File: config.mk
export PLATFORM = sky130hd
export DESIGN_NAME = block_mask_toggle_emitter_flat
export DESIGN_NICKNAME = d
export VERILOG_FILES = /design/src/design/bmte_pkg.sv /design/src/design/bmte_req_if.sv /design/src/design/bmte_rsp_if.sv /design/src/design/bmte_shadow_mem.sv /design/src/design/bmte_emitter.sv /design/src/design/block_mask_toggle_emitter.sv /design/src/flat_wrapper.sv
export SDC_FILE = /design/constraint.sdc
export NUM_CORES = 1
export LEC_CHECK = 0
export BUFFER_PORTS_ARGS = -buffer_cell sky130_fd_sc_hd__buf_2
export CAP_MARGIN = 20
export CORE_UTILIZATION = 30
export DETAILED_ROUTE_END_ITERATION = 10
export REMOVE_ABC_BUFFERS = 1
export SYNTH_ARGS = -nofsm -noshare
export SYNTH_HDL_FRONTEND = slang
export SYNTH_SLANG_ARGS = --single-unit
File: constraint.sdc
create_clock -name clock -period 5.2 [get_ports clock]
set_clock_uncertainty 0.1 [all_clocks]
set_input_delay 0.26 -clock clock [delete_from_list [all_inputs] [get_ports clock]]
set_output_delay 0.26 -clock clock [all_outputs]
set_load 0.02 [all_outputs]
File: src/design/bmte_pkg.sv
`timescale 1ns / 1ps
// ----------------------------------------------------------------------------
// Block mask toggle emitter package
// Field widths, constants and shared types of the toggle emitter.
// ----------------------------------------------------------------------------
package bmte_pkg;

   localparam int CH_W   = 2;
   localparam int ROW_W  = 4;
   localparam int MASK_W = 16;
   localparam int BLK_W  = 8;
   localparam int IDX_W  = 4;

   typedef logic [MASK_W-1:0] mask_type;

   // A row that was never written holds every enable bit set.
   localparam mask_type ALL_ONES = 16'hFFFF;

   // Hand-off of one toggle run from the controller to the emitter.
   typedef struct packed {
      logic             load;
      logic [CH_W-1:0]  channel;
      logic [BLK_W-1:0] base;
      mask_type         diff;
   } emit_load_type;

endpackage

File: src/design/bmte_req_if.sv
`timescale 1ns / 1ps
// ----------------------------------------------------------------------------
// Request channel
// Valid/ready channel carrying one row mask update.
// ----------------------------------------------------------------------------
interface bmte_req_if;
   logic                        valid;
   logic                        ready;
   logic [bmte_pkg::CH_W-1:0]   channel;
   logic [bmte_pkg::ROW_W-1:0]  row;
   logic [bmte_pkg::MASK_W-1:0] new_mask;

   modport source (output valid, output channel, output row, output new_mask,
                   input ready);
   modport sink   (input valid, input channel, input row, input new_mask,
                   output ready);
endinterface

File: src/design/bmte_rsp_if.sv
`timescale 1ns / 1ps
// ----------------------------------------------------------------------------
// Response channel
// Valid/ready channel carrying one toggle command.
// ----------------------------------------------------------------------------
interface bmte_rsp_if;
   logic                       valid;
   logic                       ready;
   logic [bmte_pkg::CH_W-1:0]  out_channel;
   logic [bmte_pkg::BLK_W-1:0] block_number;
   logic                       last;

   modport source (output valid, output out_channel, output block_number,
                   output last, input ready);
   modport sink   (input valid, input out_channel, input block_number,
                   input last, output ready);
endinterface

File: src/design/bmte_shadow_mem.sv
`timescale 1ns / 1ps
// ----------------------------------------------------------------------------
// Shadow mask memory
// One write port and one read port with registered read data. A valid bit per
// entry makes rows that were never written read as all ones.
// ----------------------------------------------------------------------------
module bmte_shadow_mem #(
   parameter int DEPTH = 48,
   parameter int AW    = 6
) (
   input  logic               clock,
   input  logic               reset,
   input  logic               rd_en,
   input  logic [AW-1:0]      rd_addr,
   output bmte_pkg::mask_type rd_data,
   input  logic               wr_en,
   input  logic [AW-1:0]      wr_addr,
   input  bmte_pkg::mask_type wr_data
);

   bmte_pkg::mask_type shadow_ff [DEPTH];
   logic [DEPTH-1:0]   valid_ff;
   bmte_pkg::mask_type rd_data_ff;
   logic               rd_valid_ff;

   always_ff @(posedge clock) begin
      if (wr_en) begin
         shadow_ff[wr_addr] <= wr_data;
      end
      if (rd_en) begin
         rd_data_ff <= shadow_ff[rd_addr];
      end
   end

   always_ff @(posedge clock) begin
      if (reset) begin
         valid_ff    <= '0;
         rd_valid_ff <= 1'b0;
      end else begin
         if (wr_en) begin
            valid_ff[wr_addr] <= 1'b1;
         end
         if (rd_en) begin
            rd_valid_ff <= valid_ff[rd_addr];
         end
      end
   end

   assign rd_data = rd_valid_ff ? rd_data_ff : bmte_pkg::ALL_ONES;

endmodule

File: src/design/bmte_emitter.sv
`timescale 1ns / 1ps
// ----------------------------------------------------------------------------
// Toggle emitter
// Walks the differing bits of one row from the lowest up and sends one toggle
// command per bit through an output register.
// ----------------------------------------------------------------------------
module bmte_emitter (
   input  logic                    clock,
   input  logic                    reset,
   input  bmte_pkg::emit_load_type load,
   output logic                    busy,
   bmte_rsp_if.source              rsp
);

   bmte_pkg::mask_type              diff_ff;
   logic [bmte_pkg::CH_W-1:0]       ch_ff;
   logic [bmte_pkg::BLK_W-1:0]      base_ff;
   logic                            rsp_valid_ff;
   logic [bmte_pkg::CH_W-1:0]       rsp_ch_ff;
   logic [bmte_pkg::BLK_W-1:0]      rsp_blk_ff;
   logic                            rsp_last_ff;

   logic [bmte_pkg::IDX_W-1:0]      idx_in;
   bmte_pkg::mask_type              rest_in;
   logic                            emit;

   // Lowest set bit of the remaining difference.
   always_comb begin
      idx_in = '0;
      for (int i = bmte_pkg::MASK_W - 1; i >= 0; i--) begin
         if (diff_ff[i]) begin
            idx_in = bmte_pkg::IDX_W'(i);
         end
      end
   end

   assign rest_in = diff_ff & (diff_ff - bmte_pkg::MASK_W'(1));
   assign busy    = (diff_ff != '0);
   assign emit    = busy && (!rsp_valid_ff || rsp.ready);

   always_ff @(posedge clock) begin
      if (reset) begin
         diff_ff      <= '0;
         rsp_valid_ff <= 1'b0;
      end else begin
         if (load.load) begin
            diff_ff <= load.diff;
         end else if (emit) begin
            diff_ff <= rest_in;
         end
         if (emit) begin
            rsp_valid_ff <= 1'b1;
         end else if (rsp.ready) begin
            rsp_valid_ff <= 1'b0;
         end
      end
   end

   always_ff @(posedge clock) begin
      if (load.load) begin
         ch_ff   <= load.channel;
         base_ff <= load.base;
      end
      if (emit) begin
         rsp_ch_ff   <= ch_ff;
         rsp_blk_ff  <= base_ff + {{(bmte_pkg::BLK_W - bmte_pkg::IDX_W){1'b0}}, idx_in};
         rsp_last_ff <= (rest_in == '0);
      end
   end

   assign rsp.valid        = rsp_valid_ff;
   assign rsp.out_channel  = rsp_ch_ff;
   assign rsp.block_number = rsp_blk_ff;
   assign rsp.last         = rsp_last_ff;

endmodule

File: src/design/block_mask_toggle_emitter.sv
`timescale 1ns / 1ps
// ----------------------------------------------------------------------------
// Block mask toggle emitter
// Keeps a shadow of per-channel block enable rows and turns each row update
// into toggle commands for the bits that changed.
// ----------------------------------------------------------------------------
// Usage:
//   req carries a channel, a row and the new 16-bit row mask. rsp returns one
//   transaction per changed column, lowest column first, with the flat block
//   number row*COLUMNS+column; last marks the final command of the run.
//   An unchanged row, or a channel or row out of range, gives no command.
//   Timing: a request is looked up in the shadow memory in ST_LOOKUP, the
//   run is loaded into the emitter at the edge that ends the lookup and the
//   first command then passes from the emitter's difference register to
//   the output register. The emitter sends one command per cycle while
//   rsp.ready does not stall it; req.ready returns once the emitter has
//   handed its last command to the output register.
//   Reset empties the output and marks every shadow row as all ones at once.
//   When rsp.ready is low the output register holds its command and the
//   emitter, and then req.ready, wait.
// ----------------------------------------------------------------------------
module block_mask_toggle_emitter #(
   parameter int CHANNELS = 4,
   parameter int ROWS     = 12,
   parameter int COLUMNS  = 16
) (
   input  logic       clock,
   input  logic       reset,
   bmte_req_if.sink   req,
   bmte_rsp_if.source rsp
);

   localparam int DEPTH = CHANNELS * ROWS;
   localparam int AW    = (DEPTH > 1) ? $clog2(DEPTH) : 1;
   localparam bmte_pkg::mask_type COL_MASK = 16'((33'd1 << COLUMNS) - 33'd1);

   typedef enum logic {
      ST_IDLE,
      ST_LOOKUP
   } state_type;

   state_type                   state_ff;
   logic [bmte_pkg::CH_W-1:0]   ch_ff;
   logic [bmte_pkg::BLK_W-1:0]  base_ff;
   bmte_pkg::mask_type          mask_ff;
   logic [AW-1:0]               addr_ff;

   logic                        accept;
   logic                        in_range;
   logic                        rd_en;
   logic [AW-1:0]               req_addr;
   bmte_pkg::mask_type          rd_data;
   bmte_pkg::mask_type          diff;
   logic                        busy;
   bmte_pkg::emit_load_type     load;

   assign req.ready = (state_ff == ST_IDLE) && !busy;
   assign accept    = req.valid && req.ready;
   assign in_range  = (32'(req.channel) < 32'(CHANNELS)) && (32'(req.row) < 32'(ROWS));
   assign rd_en     = accept && in_range;
   assign req_addr  = AW'(32'(req.channel) * 32'(ROWS) + 32'(req.row));

   always_ff @(posedge clock) begin
      if (reset) begin
         state_ff <= ST_IDLE;
      end else begin
         unique case (state_ff)
            ST_IDLE: begin
               if (rd_en) begin
                  ch_ff    <= req.channel;
                  base_ff  <= bmte_pkg::BLK_W'(32'(req.row) * 32'(COLUMNS));
                  mask_ff  <= req.new_mask;
                  addr_ff  <= req_addr;
                  state_ff <= ST_LOOKUP;
               end
            end
            ST_LOOKUP: begin
               state_ff <= ST_IDLE;
            end
            default: begin
               state_ff <= ST_IDLE;
            end
         endcase
      end
   end

   // The stored row arrives during the lookup cycle; the new mask is written
   // back at the same edge that hands the difference to the emitter.
   assign diff         = (mask_ff ^ rd_data) & COL_MASK;
   assign load.load    = (state_ff == ST_LOOKUP) && (diff != '0);
   assign load.channel = ch_ff;
   assign load.base    = base_ff;
   assign load.diff    = diff;

   bmte_shadow_mem #(
      .DEPTH (DEPTH),
      .AW    (AW)
   ) u_mem (
      .clock   (clock),
      .reset   (reset),
      .rd_en   (rd_en),
      .rd_addr (req_addr),
      .rd_data (rd_data),
      .wr_en   (state_ff == ST_LOOKUP),
      .wr_addr (addr_ff),
      .wr_data (mask_ff)
   );

   bmte_emitter u_emitter (
      .clock (clock),
      .reset (reset),
      .load  (load),
      .busy  (busy),
      .rsp   (rsp)
   );

endmodule

File: src/flat_wrapper.sv
// flat-port wrapper written by rule: the top's interface ports become plain ports
module block_mask_toggle_emitter_flat 
#(
   parameter int CHANNELS = 4,
   parameter int ROWS     = 12,
   parameter int COLUMNS  = 16
)
  (clock, reset, req_valid, req_channel, req_row, req_new_mask, req_ready, rsp_valid, rsp_out_channel, rsp_block_number, rsp_last, rsp_ready);
  bmte_req_if req_i ();
  bmte_rsp_if rsp_i ();
  input  logic clock;
  input  logic reset;
  input wire logic [$bits(req_i.valid)-1:0] req_valid;
  input wire logic [$bits(req_i.channel)-1:0] req_channel;
  input wire logic [$bits(req_i.row)-1:0] req_row;
  input wire logic [$bits(req_i.new_mask)-1:0] req_new_mask;
  output wire logic [$bits(req_i.ready)-1:0] req_ready;
  output wire logic [$bits(rsp_i.valid)-1:0] rsp_valid;
  output wire logic [$bits(rsp_i.out_channel)-1:0] rsp_out_channel;
  output wire logic [$bits(rsp_i.block_number)-1:0] rsp_block_number;
  output wire logic [$bits(rsp_i.last)-1:0] rsp_last;
  input wire logic [$bits(rsp_i.ready)-1:0] rsp_ready;
  assign req_i.valid = req_valid;
  assign req_i.channel = req_channel;
  assign req_i.row = req_row;
  assign req_i.new_mask = req_new_mask;
  assign req_ready = req_i.ready;
  assign rsp_valid = rsp_i.valid;
  assign rsp_out_channel = rsp_i.out_channel;
  assign rsp_block_number = rsp_i.block_number;
  assign rsp_last = rsp_i.last;
  assign rsp_i.ready = rsp_ready;
  block_mask_toggle_emitter #(.CHANNELS(CHANNELS), .ROWS(ROWS), .COLUMNS(COLUMNS)) u_core (.clock(clock), .reset(reset), .req(req_i), .rsp(rsp_i));
endmodule
==> Word level (Yosys, flattened, before mapping) <==
Memory sizes are Yosys's and may differ from the RTL's. A register that Yosys moved wholly into a read port is not among the register bits.
Cells that the tools add are included.
{ "op_classes": {"n_addsub": 3, "n_mul": 1, "magnitude_cmp": 4, "n_mux": 29, "n_bitwise": 5, "n_reduce_logical": 15} }
{ "op_table": {"columns": ["operator", "count"], "rows": [
  ["$mux 4", 16],
  ["$mux 16", 3],
  ["$or 48x48->48", 1],
  ["$reduce_bool 16->1", 2],
  ["$and 16x16->16", 1],
  ["$logic_not 16->1", 1],
  ["$sub 16x1->16 const B", 1],
  ["$xor 16x16->16", 1],
  ["$lt 6x7->1 const B", 2],
  ["$add 8x4->8", 1],
  ["$mux 1", 7],
  ["$add 6x4->6", 1],
  ["$bmux 1 s6", 1],
  ["$demux 1 s6", 1],
  ["$ge 6x1->1 const B", 1],
  ["$logic_and 1x1->1", 6],
  ["$lt 4x4->1 const B", 1],
  ["$mul 2x2->4 const B", 1],
  ["$reduce_bool 2->1", 2],
  ["$reduce_and 3->1", 1],
  ["$logic_not 1->1", 2],
  ["$not 1->1", 2],
  ["$pmux 1 s2", 1],
  ["$logic_or 1x1->1", 1]
]} }
{ "word_totals": {"regBits": 112, "ram_bits": 768, "out_inout_bits": 13, "wordCells": 72, "mem_count": 1} }
{ "memory_table": {"columns": ["memory", "depth", "width", "read_ports", "rd_ports_with_merged_regs", "wr", "line_no", "rtl"], "rows": [
  ["u_core.u_mem.shadow_ff", 48, 16, 1, 1, 1, "bmte_shadow_mem.sv:21", "bmte_pkg::mask_type shadow_ff [DEPTH];"]
]} }

==> Longest topological paths before layout <==
{ "logic_depth": {"ltp_word": 17, "ltp_mapped": 11, "mapped_depth_nobuf": 11} }

==> Hierarchy <==
A second synthesis with hierarchy kept.
{ "unflattened": {"hier_cells": 1721, "hier_area_um2": 34991.1} }
{ "by_module_without_submodules": {"columns": ["mod", "n_inst", "cells_per_inst", "area_each_um2", "seq_area_each_um2"], "rows": [
  ["bmte_shadow_mem", 1, 1469, 31949.4, 24523.5],
  ["bmte_emitter", 1, 186, 1926.8, 970.9],
  ["block_mask_toggle_emitter", 1, 66, 1114.8, 800.8]
]} }

==> Worst setup path before layout <==
No wires, ideal clock.
{ "synth_path": {"path_kind": "reg-to-reg", "startpoint": "reg u_core.u_emitter.diff_ff[4]", "endpoint": "reg u_core.addr_ff[0] (enable)", "setup_ps": 385, "arrival_ps": 2804, "slack_ps": 1911, "stages_incl_launch_ff": 7, "period_less_slack_ps": 3289, "path_cell_list": "dfxtp_1 -> buf_2 -> nor4_1 -> nand4_1 -> nor2_1 -> and3_1 -> and2_1"} }
{ "synth_via": {"elab_chain_len": 6} }
{ "synth_rtl": {"columns": ["element", "line_no", "rtl"], "rows": [
  ["start: declaration", "bmte_emitter.sv:15", "bmte_pkg::mask_type diff_ff;"],
  ["start signal: assignment", "bmte_emitter.sv:47", "diff_ff <= load.diff;"],
  ["start signal: assignment", "bmte_emitter.sv:49", "diff_ff <= rest_in;"],
  ["$reduce_bool 16->1", "bmte_emitter.sv:38", "assign busy = (diff_ff != '0);"],
  ["$logic_not 1->1", "block_mask_toggle_emitter.sv:57", "assign req.ready = (state_ff == ST_IDLE) && !busy;"],
  ["$logic_and 1x1->1", "block_mask_toggle_emitter.sv:57", null],
  ["named net req_ready", "flat_wrapper.sv:17", "output wire logic [$bits(req_i.ready)-1:0] req_ready;"],
  ["$logic_and 1x1->1", "block_mask_toggle_emitter.sv:58", "assign accept = req.valid && req.ready;"],
  ["$logic_and 1x1->1", "block_mask_toggle_emitter.sv:60", "assign rd_en = accept && in_range;"],
  ["named net u_core.rd_en", "block_mask_toggle_emitter.sv:50", "logic rd_en;"],
  ["$reduce_and 3->1 (no source line)", null, null],
  ["end signal: assignment", "block_mask_toggle_emitter.sv:73", "addr_ff <= req_addr;"],
  ["end: declaration", "block_mask_toggle_emitter.sv:46", "logic [AW-1:0] addr_ff;"]
]} }
The timed path passes the listed nets, and every way through them passes these cells.
A chain may end at the register's enable or synchronous reset.

==> Worst setup path after layout <==
{ "layout_path": {"startpoint": "in req_channel[0]", "endpoint": "reg u_core.u_mem.rd_data_ff[12], read port of u_core.u_mem.shadow_ff (data pin)"} }
{ "layout_via": {"elab_chain_len": 2} }
{ "layout_rtl": {"columns": ["element", "line_no", "rtl"], "rows": [
  ["start: declaration", "flat_wrapper.sv:14", "input wire logic [$bits(req_i.channel)-1:0] req_channel;"],
  ["$mul 2x2->4", "block_mask_toggle_emitter.sv:61", "assign req_addr = AW'(32'(req.channel) * 32'(ROWS) + 32'(req.row));"],
  ["$add 6x4->6", "block_mask_toggle_emitter.sv:61", null],
  ["end: declaration", "bmte_shadow_mem.sv:23", "bmte_pkg::mask_type rd_data_ff;"]
]} }
No other way between the ends.

==> out/metrics.cfg <==
[power]
switchingPower_uw=4800
comb_power_share_pct=13.9
total_power_uw=18100
pwr-share-seq_pct=50.4
cellPowerDensity_nw_per_um2=447
power.internal_uw=13300
p_sw_share_pct=26.5
p_leak_uw=0.0126
vdd_drop_max_mv=0.269
power_frac_clock_pct=35.8

[timing]
fin_crit_sh_pct=70.8
tns_ns=0
slew_headroom_pct=27.0
hold_viol_final=0
rsz0062_at_grt=false
setup_viol=0
tightest_slew_ns=1.09
finalWorstSetupSlack_ns=1.52
final_max_slew_viol_count=0
period_minus_slack_ns=3.68
clock.fmax_mhz=272

[critical_path]
cp_data_arrival_time_ns=3.92
crit_family=buffers and inverters
crit_start=req_channel[0]
path_max_fanout=24
crit_path_top_delay_cell=fa_2
start_kind=input port
critPathRequiredTime_ns=5.44
cp-end-kind=flip-flop
r2r-start=u_core.u_emitter.diff_ff[4]$_SDFFE_PP0P_
path_cells=dlygate4sd3_1, buf_2, inv_1, ha_1, fa_2, clkinv_1, nand2_1, a31oi_1
crit_type=in -> reg
worst-path-buf-inv=4
max_stage_delay_ns=1.20

[cts]
htree_num_levels=3
numCtsBuffers=88
clkSlewWorstSetupHoldPaths_ns=0.07
cts-root-buf=clkbuf_16
cts_hold_buf=21
clockBufferDepth=3
clk_latency_ns=0.66
cts_setup_buffers=0
cts_tree=done
cts-resized-gates=0
clkSinkCount=894

[layout]
diodes=0
instances_no_fill=3418
syn_to_final_growth_pct=16.3
final_common_cell=edfxtp_1
drive_gt1_share_pct=30.2
multi_input_area_um2=8240
fillCellCount=10500
final_nets=1862
final_util_pct=35.3
final_cell_mix=edfxtp_1 (827), mux4_2 (252), nor2_1 (128), clkbuf_16 (89), buf_4 (76)
register_area_um2=26200

[placed_design]
placed_cells=3232
hpwl_um=50900
pre_cts_ws_ns=1.44
port_buffers=38
gp_congestion=0.839

[synth]
async_flop_share_pct=0
synth_top_cell_area_share_pct=71.5
syn_avg_cell_area_um2=20.6
synth_cells=1686
yosysWarnings=0
yosysSeqAreaShare_pct=75.4
synthFlopType=edfxtp_1
synth_area_um2=34700
synth_seq_cells=894
synthTopCellsByArea=edfxtp_1 (72%), mux4_2 (16%), dfxtp_1 (3.9%)
ys_types=60
synth_edf_count=827
yosysTopAreaCell=edfxtp_1

[global_routing]
grt_pass1_vias=17500
grt.overflow.total=0
grt-busiest-layer=met2
met3_usage_pct=2.74
grt_use_met1_pct=19.5
antenna_found_initial=4
grt_max_degree=76
grt_pass1_wl_um=124000
grt_use_total_pct=14.6
use_met2_pct=24.3

[die]
start_util_pct=30.3
die_y_um=342
row_count=124
die-area_um2=117000
coreArea_um2=115000
num_io_pins=39
die_x_um=342

[route]
first_iter_violations=1807
drtPass1Iterations=5
ant_nets=0
drc=0
wl_um=85700
vias=17200
via_per_inst=5.03
wire_per_inst_um=25.1

[run_status]
status=finished clean

[hold_path]
hp-class=in -> reg
min_from=req_valid

[job]
drv_cap=0

## path summary, 6_finish.rpt
path	to	slack, ns	cells past startpoint
worst min register to register	u_core.u_emitter.rsp.block_number[6]$_DFFE_PP_	0.32	0
worst max-delay path	u_core.u_mem.rd_data_ff[12]$_DFFE_PP_	1.52	8
worst min-delay path	u_core.u_mem.rd_data_ff[8]$_DFFE_PP_	0.18	2
worst max register to register	u_core.mask_ff[1]$_DFFE_PP_	2.11	6
## cell type report
class                   count  area share (%)
clock inverters            52            1.44
clock buffers             113            5.88
multi-input cells         693            20.4
flip-flops and latches    894            64.8
repair buffers            140            2.69
inverters                  14           0.136
well taps                1512            4.68
## state kept, by name, summed over array words and instances, names as in the netlist, 4 cells and up
name                               flops
u_core.addr_ff                         6
u_core.mask_ff                        16
u_core.u_emitter.base_ff               4
u_core.u_emitter.diff_ff              16
u_core.u_emitter.rsp.block_number      8
u_core.u_mem.rd_data_ff               16
u_core.u_mem.shadow_ff               768
u_core.u_mem.valid_ff                 48
## metal layers
metal,up-vias,routed length (um)
li1,7173,-
met1,9249,34800
met2,639,43000
met3,124,5910
met4,2,1870
met5,-,11
## stage by stage
step / hold slack, ns / area (um^2)
after detailed placement: 0.307 / 37200
after global routing: 0.174 / 40400
after global placement: 0.305 / 37200
after floorplan: 0.232 / 34300
final: 0.177 / 40400
after CTS: 0.141 / 40400
## cells in the mapped netlist (2+ instances only)
cell type / count
edfxtp_1: 827
or3b_2: 2
o22ai_1: 7
nand2b_1: 2
mux2_4: 2
buf_2: 20
nand4_1: 4
clkbuf_1: 39
and2_1: 6
and3_1: 2
or4_1: 4
nor2_1: 176
ha_1: 4
nand2_1: 64
buf_1: 7
o32ai_1: 3
a2111oi_0: 2
o311ai_0: 2
o211ai_1: 5
and2b_1: 3
mux2_2: 2
buf_6: 4
or2_2: 2
dfxtp_1: 67
a21oi_1: 8
buf_4: 14
nand3b_1: 2
a31oi_1: 16
xor2_1: 3
inv_1: 10
mux4_2: 252
mux2i_1: 15
xnor2_1: 22
nor3_1: 5
nand3_1: 9
nor4_1: 5
nor2b_1: 27
o21ai_0: 14
maj3_1: 3
inv_2: 2
a211oi_1: 4
## cells by family after synthesis
kind of cell,share of synthesized area (%)
mux,16.9
xor+xnor,0.677
simple gates,4.01
buf+inv,1.39
compound gates,1.34
fa+ha+maj,0.288
flops,75.4
## power groups by stage
| stage | Combinational (uW) | Clock (uW) | Sequential [uW] |
|---|---|---|---|
| 6_report | 2510 | 6460 | 9100 |
| 5_1_grt | 2700 | 6820 | 9130 |
| 4_1_cts | 2520 | 6570 | 9090 |
| 3_5_place_dp | 2500 | 0 | 9240 |
| 3_3_place_gp | 2390 | 0 | 9220 |
| 2_1_floorplan | 1240 | 0 | 9310 |
No activity file was read; power rests on OpenSTA's default activity.
